==> config.mk <==
export PLATFORM = sky130hd
export DESIGN_NAME = gfq_ctrl
export DESIGN_NICKNAME = d
export VERILOG_FILES = /design/src/design/assert_macros.svh /design/src/design/gfq_pkg.sv /design/src/design/gfq_ctrl.sv
export SDC_FILE = /design/constraint.sdc
export NUM_CORES = 1
export LEC_CHECK = 0
export ABC_CLOCK_PERIOD_IN_PS = 1300
export BUFFER_PORTS_ARGS = -buffer_cell sky130_fd_sc_hd__buf_2
export CORE_MARGIN = 1.5
export CORE_UTILIZATION = 43
export DETAILED_ROUTE_END_ITERATION = 8
export PLACE_DENSITY = 0.72
export SLEW_MARGIN = 20
export SYNTH_ARGS = -nofsm -noshare
export SYNTH_HDL_FRONTEND = slang
export SYNTH_SLANG_ARGS = --single-unit
==> constraint.sdc <==
create_clock -name clock -period 1.3 [get_ports clock]
set_input_delay 0.26 -clock clock [delete_from_list [all_inputs] [get_ports clock]]
set_output_delay 0.26 -clock clock [all_outputs]
set_load 0.1 [all_outputs]
==> src/design/assert_macros.svh <==
// ----------------------------------------------------------------------------
// Assertion macros
// Concurrent assertion wrappers; empty when SYNTHESIS is defined.
// ----------------------------------------------------------------------------
`ifndef ASSERT_MACROS_SVH
`define ASSERT_MACROS_SVH
`ifndef SYNTHESIS
// check while out of reset
`define GFQ_ASSERT(lbl, clk, rst, prop, msg) \
   lbl: assert property (@(posedge clk) disable iff (rst) prop) else $error(msg);
// check on every edge, reset included
`define GFQ_ASSERT_ALWAYS(lbl, clk, prop, msg) \
   lbl: assert property (@(posedge clk) prop) else $error(msg);
`else
`define GFQ_ASSERT(lbl, clk, rst, prop, msg)
`define GFQ_ASSERT_ALWAYS(lbl, clk, prop, msg)
`endif
`endif

==> src/design/gfq_pkg.sv <==
// ----------------------------------------------------------------------------
// gfq_pkg
// Shared constants, codes and controller/datapath interface types.
// ----------------------------------------------------------------------------
package gfq_pkg;

   localparam int MEMBERS_DEF  = 1024;
   localparam int GROUPS_DEF   = 256;
   localparam int CAPACITY_DEF = 256;

   localparam int ACTION_W = 2;
   localparam int MEMBER_W = 10;
   localparam int GROUP_W  = 8;
   localparam int STATUS_W = 2;

   typedef enum logic [ACTION_W-1:0] {
      ACT_CLEAR   = 2'd0,
      ACT_ASSIGN  = 2'd1,
      ACT_ENQUEUE = 2'd2,
      ACT_DEQUEUE = 2'd3
   } action_type;

   localparam logic [STATUS_W-1:0] ST_OK    = 2'd0;
   localparam logic [STATUS_W-1:0] ST_EMPTY = 2'd1;
   localparam logic [STATUS_W-1:0] ST_FULL  = 2'd2;

   typedef struct packed {
      logic                load;
      logic                sweep_start;
      logic                sweep_step;
      logic                assign_wr;
      logic                enq_b;
      logic                enq_c;
      logic                enq_d;
      logic                enq_e;
      logic                deq_b;
      logic                deq_c;
      logic                res_load;
      logic                res_member;
      logic [STATUS_W-1:0] res_status;
   } cmd_type;

   typedef struct packed {
      logic full;
      logic empty;
      logic sweep_last;
   } stat_type;

endpackage

==> src/design/gfq_ctrl.sv <==
// ----------------------------------------------------------------------------
// gfq_ctrl
// Sequencer: steps each operation through the datapath and owns the
// handshakes and the clearing sweep.
// ----------------------------------------------------------------------------
module gfq_ctrl (
   input  logic                        clock,
   input  logic                        reset,
   input  logic                        req_valid,
   output logic                        req_ready,
   input  logic [gfq_pkg::ACTION_W-1:0] req_action,
   output logic                        rsp_valid,
   input  logic                        rsp_ready,
   output gfq_pkg::cmd_type            cmd,
   input  gfq_pkg::stat_type           stat
);
   import gfq_pkg::*;

   typedef enum logic [3:0] {
      S_SWEEP, S_IDLE, S_ASSIGN,
      S_ENQ_A, S_ENQ_B, S_ENQ_C, S_ENQ_D, S_ENQ_E,
      S_DEQ_A, S_DEQ_B, S_DEQ_C, S_FINISH
   } state_type;

   state_type           state_ff, state_in;
   logic                rsp_valid_ff, rsp_valid_in;
   logic                clr_pend_ff, clr_pend_in;
   logic                fin_deq_ff, fin_deq_in;
   logic [STATUS_W-1:0] fin_status_ff, fin_status_in;
   logic                accept;

   assign req_ready = (state_ff == S_IDLE);
   assign rsp_valid = rsp_valid_ff;
   assign accept    = req_valid && req_ready;

   always_comb begin
      state_in      = state_ff;
      clr_pend_in   = clr_pend_ff;
      fin_deq_in    = fin_deq_ff;
      fin_status_in = fin_status_ff;
      rsp_valid_in  = rsp_valid_ff && !rsp_ready;
      cmd           = '0;
      cmd.res_member = fin_deq_ff;
      cmd.res_status = fin_status_ff;
      case (state_ff)
         S_SWEEP: begin
            cmd.sweep_step = 1'b1;
            if (stat.sweep_last) begin
               state_in    = clr_pend_ff ? S_FINISH : S_IDLE;
               clr_pend_in = 1'b0;
            end
         end
         S_IDLE: begin
            if (accept) begin
               cmd.load      = 1'b1;
               fin_deq_in    = 1'b0;
               fin_status_in = ST_OK;
               case (req_action)
                  ACT_CLEAR: begin
                     cmd.sweep_start = 1'b1;
                     clr_pend_in     = 1'b1;
                     state_in        = S_SWEEP;
                  end
                  ACT_ASSIGN: begin
                     state_in = S_ASSIGN;
                  end
                  ACT_ENQUEUE: begin
                     if (stat.full) begin
                        fin_status_in = ST_FULL;
                        state_in      = S_FINISH;
                     end else begin
                        state_in = S_ENQ_A;
                     end
                  end
                  default: begin
                     if (stat.empty) begin
                        fin_status_in = ST_EMPTY;
                        state_in      = S_FINISH;
                     end else begin
                        fin_deq_in = 1'b1;
                        state_in   = S_DEQ_A;
                     end
                  end
               endcase
            end
         end
         S_ASSIGN: begin
            cmd.assign_wr = 1'b1;
            state_in      = S_FINISH;
         end
         S_ENQ_A: state_in = S_ENQ_B;
         S_ENQ_B: begin
            cmd.enq_b = 1'b1;
            state_in  = S_ENQ_C;
         end
         S_ENQ_C: begin
            cmd.enq_c = 1'b1;
            state_in  = S_ENQ_D;
         end
         S_ENQ_D: begin
            cmd.enq_d = 1'b1;
            state_in  = S_ENQ_E;
         end
         S_ENQ_E: begin
            cmd.enq_e = 1'b1;
            state_in  = S_FINISH;
         end
         S_DEQ_A: state_in = S_DEQ_B;
         S_DEQ_B: begin
            cmd.deq_b = 1'b1;
            state_in  = S_DEQ_C;
         end
         S_DEQ_C: begin
            cmd.deq_c = 1'b1;
            state_in  = S_FINISH;
         end
         S_FINISH: begin
            if (!rsp_valid_ff || rsp_ready) begin
               cmd.res_load = 1'b1;
               rsp_valid_in = 1'b1;
               state_in     = S_IDLE;
            end
         end
         default: state_in = S_IDLE;
      endcase
   end

   always_ff @(posedge clock) begin
      if (reset) begin
         state_ff      <= S_SWEEP;
         rsp_valid_ff  <= 1'b0;
         clr_pend_ff   <= 1'b0;
         fin_deq_ff    <= 1'b0;
         fin_status_ff <= ST_OK;
      end else begin
         state_ff      <= state_in;
         rsp_valid_ff  <= rsp_valid_in;
         clr_pend_ff   <= clr_pend_in;
         fin_deq_ff    <= fin_deq_in;
         fin_status_ff <= fin_status_in;
      end
   end

endmodule

==> impl_metrics.tcl, run 1 <==
set metrics [dict create \
    status "did not finish" \
    haltStage "clock tree synthesis (4_1_cts)" \
    error_line "[ERROR DPL-0038] Utilization greater than 100%, impossible to legalize" \
    cts_resized 36 \
    synth-async-reset-ratio_pct 0 \
    syn_inst 96 \
    cts_made_buffers 3 \
    post-dp-hpwl_um 2270 \
    synth-edff-count 0 \
    ys_top_cells_by_count "12 x a21oi_1, 10 x nand2_1, 9 x dfxtp_1" \
    die_h_um 43.4 \
    die_w_um 43.4 \
    portBuffers 24 \
    ys.flop_type "dfxtp_1" \
    synth_warnings 0 \
    syn-num-nets 109 \
    ios 25 \
    gp_congestion 0.847 \
    hold_buffers 0 \
    synth.ff_latch_count 9 \
    start_util_pct 46.1 \
    clock_sinks 9 \
    syn-cell-area_um2 702 \
    yosys-top-cells-area "dfxtp_1 26%, a21oi_1 8.6%, ha_1 7.1%, nor3_1 5.7%, nand2_1 5.3%" \
    synth.top_cell.area_share_pct 25.7 \
    htreeDepth 1 \
    cts_setup_buffers 10 \
    clock-root-buffer "clkbuf_4" \
    synth.avg_cell_area_um2 7.31 \
    seq_area_frac_synth_pct 25.7 \
    yosys.area.top_type "dfxtp_1" \
    num_rows 14 \
    synth.distinct_cells 28 \
    cts_max_path_buffers 2 \
    synth_most_common_cell "a21oi_1" \
]
cell families after synthesis:
family	count (synthesis)	synth area share, %
and+or+nand+nor	41	29.6
AOI/OAI and AO/OA	23	20.7
buffers and inverters	15	11.4
DFF	9	25.7
adders and majority gates	4	7.13
muxes	3	4.28
xor gates and xnor gates	1	1.25
per-stage QoR:
stage / hold slack, ps / std cells / util, % / worst slack (ps) / instance area, um^2
3_3_place_gp: 477 / 153 / 91.2 / -109 / 1390
3_5_place_dp: 490 / 153 / 91.2 / -209 / 1390
2_1_floorplan: 421 / 96 / - / -736 / 886
==> run 2: changes to the inputs <==
ABC_CLOCK_PERIOD_IN_PS = 1690   (was 1300)
CORE_AREA = 2 2 63 65   (was not set)
CORE_MARGIN = not set   (was 1.5)
CORE_UTILIZATION = not set   (was 43)
DIE_AREA = 0 0 65 67   (was not set)
PLACE_DENSITY = not set   (was 0.72)
PLACE_DENSITY_LB_ADDON = 0.15   (was not set)
clock period = 1.69 ns   (was 1.3 ns; I/O delays follow)
==> run 2 against run 1 <==
Against the previous run: the flow now finishes without violations; area after synthesis unchanged; synthesized cell count unchanged.
==> impl_metrics.tcl, run 2 <==
set metrics [dict create \
    status "finished, final reports clean" \
    drt-pass1-iter-count 4 \
    post-dp-hpwl_um 1690 \
    start_kind "flop" \
    cp.required_ps 1350 \
    nFillCells 357 \
    route.vias.total 798 \
    fmax_mhz 600 \
    layout_common_cells "16 x buf_12, 12 x a21oi_1, 12 x buf_2, 10 x buf_4, 7 x nand2_1" \
    utilization_pct 39.4 \
    drcViolationCount 0 \
    synth_warnings 0 \
    final_max_slew_viol_count 0 \
    wl_per_cell_um 12.6 \
    routed_wl_um 2260 \
    nNetsFinal 145 \
    viasPerCell 4.46 \
    htreeDepth 1 \
    cp-end-kind "output pin" \
    worst_slack_ps 22.5 \
    gp_congestion 0.826 \
    die_h_um 67 \
    cts_max_path_buffers 2 \
    final_common_cell "buf_12" \
    arrival_ps 1330 \
    min_period_ps 1670 \
    finalSetupTns_ps 0 \
    syn_to_final_growth_pct 102 \
    clock-root-buffer "clkbuf_8" \
    antenna_found_initial 0 \
    period_share_pct 98.7 \
    portBuffers 24 \
    synth-async-reset-ratio_pct 0 \
    syn-cell-area_um2 702 \
    largest_register_ffs 4 \
    yosys.area.top_type "dfxtp_1" \
    die_w_um 65 \
    fin_skew_ps 9.11 \
    ys_top_cells_by_count "12 x a21oi_1, 10 x nand2_1, 9 x dfxtp_1" \
    diodes 0 \
    tightestPinTransition_ps 487 \
    ir_worst_vdd_uv 1050 \
    cp_max_fo 6 \
    insertion_delay_ps 240 \
    cts_tree "done" \
    drt-initial-drc-count 9 \
    hold_viol_final 0 \
    crit_type "flop to output pin" \
    path_cells "buf_12 > nor4_4 > buf_12" \
    hold_class "input port to flop" \
    syn-num-nets 109 \
    crit_slowest_cell "dfxtp_4" \
    yosys-top-cells-area "dfxtp_1 26%, a21oi_1 8.6%, ha_1 7.1%, nor3_1 5.7%, nand2_1 5.3%" \
    instances_no_fill 179 \
    synth.ff_latch_count 9 \
    synth-edff-count 0 \
    grt_pass1_wl_um 3680 \
    cts.clk_slew.worst_paths_ps 50 \
    grt_start_max_net_pins 18 \
    crit_path_frequent_cell "buf_12" \
    ant_nets 0 \
    dieArea_um2 4360 \
    grt_overflow 0 \
    seq_area_frac_synth_pct 25.7 \
    reg_top3 "state_ff (4), fin_status_ff (2)" \
    start_util_pct 19.5 \
    clock_sinks 9 \
    p_leak_nw 0.564 \
    synth.top_cell.area_share_pct 25.7 \
    post-place-ws_ps 160 \
    cts_made_buffers 3 \
    core_um2 3610 \
    synth_most_common_cell "a21oi_1" \
    synth.avg_cell_area_um2 7.31 \
    max_stage_delay_ps 380 \
    maxCapViolations 0 \
    slew_headroom_pct 67.7 \
    ys.flop_type "dfxtp_1" \
    synth.distinct_cells 28 \
    hold_ws_ps 389 \
    ios 25 \
    layout-drive-gt1-share_pct 54.2 \
    regMostFlops "state_ff" \
    powerDensity_nw_per_um2 1720 \
    setup_viol 0 \
    track_usage_pct 11.0 \
    rrSetupSlack_ps 130 \
    syn_inst 96 \
    rsz0062_at_grt "yes" \
    placed_cells 167 \
    grt_pass1_vias 819 \
    num_rows 22 \
]
## run 2: repair_timing
item                                    in CTS  in global routing
pin swaps                                    1                  3
hold buffers                                 0                  0
endpoints found under the setup margin      10                  8
setup buffers                                1                  6
gates resized for setup                      9                 11
gates cloned                                 0                  1
## run 2: final cells by class
cell class	instances	area [um^2]	share of cell area, %
inverter	6	31.3	2.20
sequential	9	194	13.7
clock inverter	1	5.00	0.352
multi-input combinational	72	597	42.0
tap	48	60.1	4.23
timing repair buffer	40	492	34.6
clock buffer	3	41.3	2.91
## run 2: worst max-delay path, delay by kind of cell, from the launching register on
family | cells | cell delay (ps)
flops | 1 | 380
buf+inv | 2 | 360
simple gates | 1 | 340
## run 2: per-layer routing
layer	share of wire [%]	up-vias	wire [um]	global-route usage, %
met5	0	-	0	0
met3	3.8	4	85	2.87
met4	2.1	0	48	4.52
li1	-	404	-	-
met2	50	17	1130	18.0
met1	44	373	988	13.7
## run 2: cell families (layout without fill, tap and decap cells)
family          count (synthesis)  in the layout  share of synthesized area, %
compound gates                 23             23                          20.7
xor+xnor                        1              1                          1.25
fa+ha+maj                       4              4                          7.13
buf+inv                        15             50                          11.4
flops                           9              9                          25.7
mux                             3              3                          4.28
simple gates                   41             41                          29.6
## run 2: power by group
part	leakage, nW	internal (mW)	total (mW)	switching, mW
Sequential	0.0761	0.269	0.350	0.0807
Combinational	0.463	0.776	1.84	1.06
Clock	0.0255	0.161	0.254	0.0922
Total	0.564	1.21	2.44	1.24
## run 2: stage by stage
stage	power, mW	cell area, um^2
final	2.44	1420
after global placement	1.92	1220
after floorplan	1.47	858
after detailed placement	1.91	1220
after global routing	2.58	1420
after CTS	2.25	1300
## run 2: path summary, 6_finish.rpt
| kind | from | to | cells after the start |
|---|---|---|---|
| worst min-delay path | stat[2] | fin_status_ff[1] | 3 |
| worst max-delay path | state_ff[1] | cmd[11] | 3 |
| worst max register to register | state_ff[1] | state_ff[0] | 6 |
| worst min register to register | fin_status_ff[0] | fin_status_ff[0] | 2 |
(Power assumes the default switching activity.)
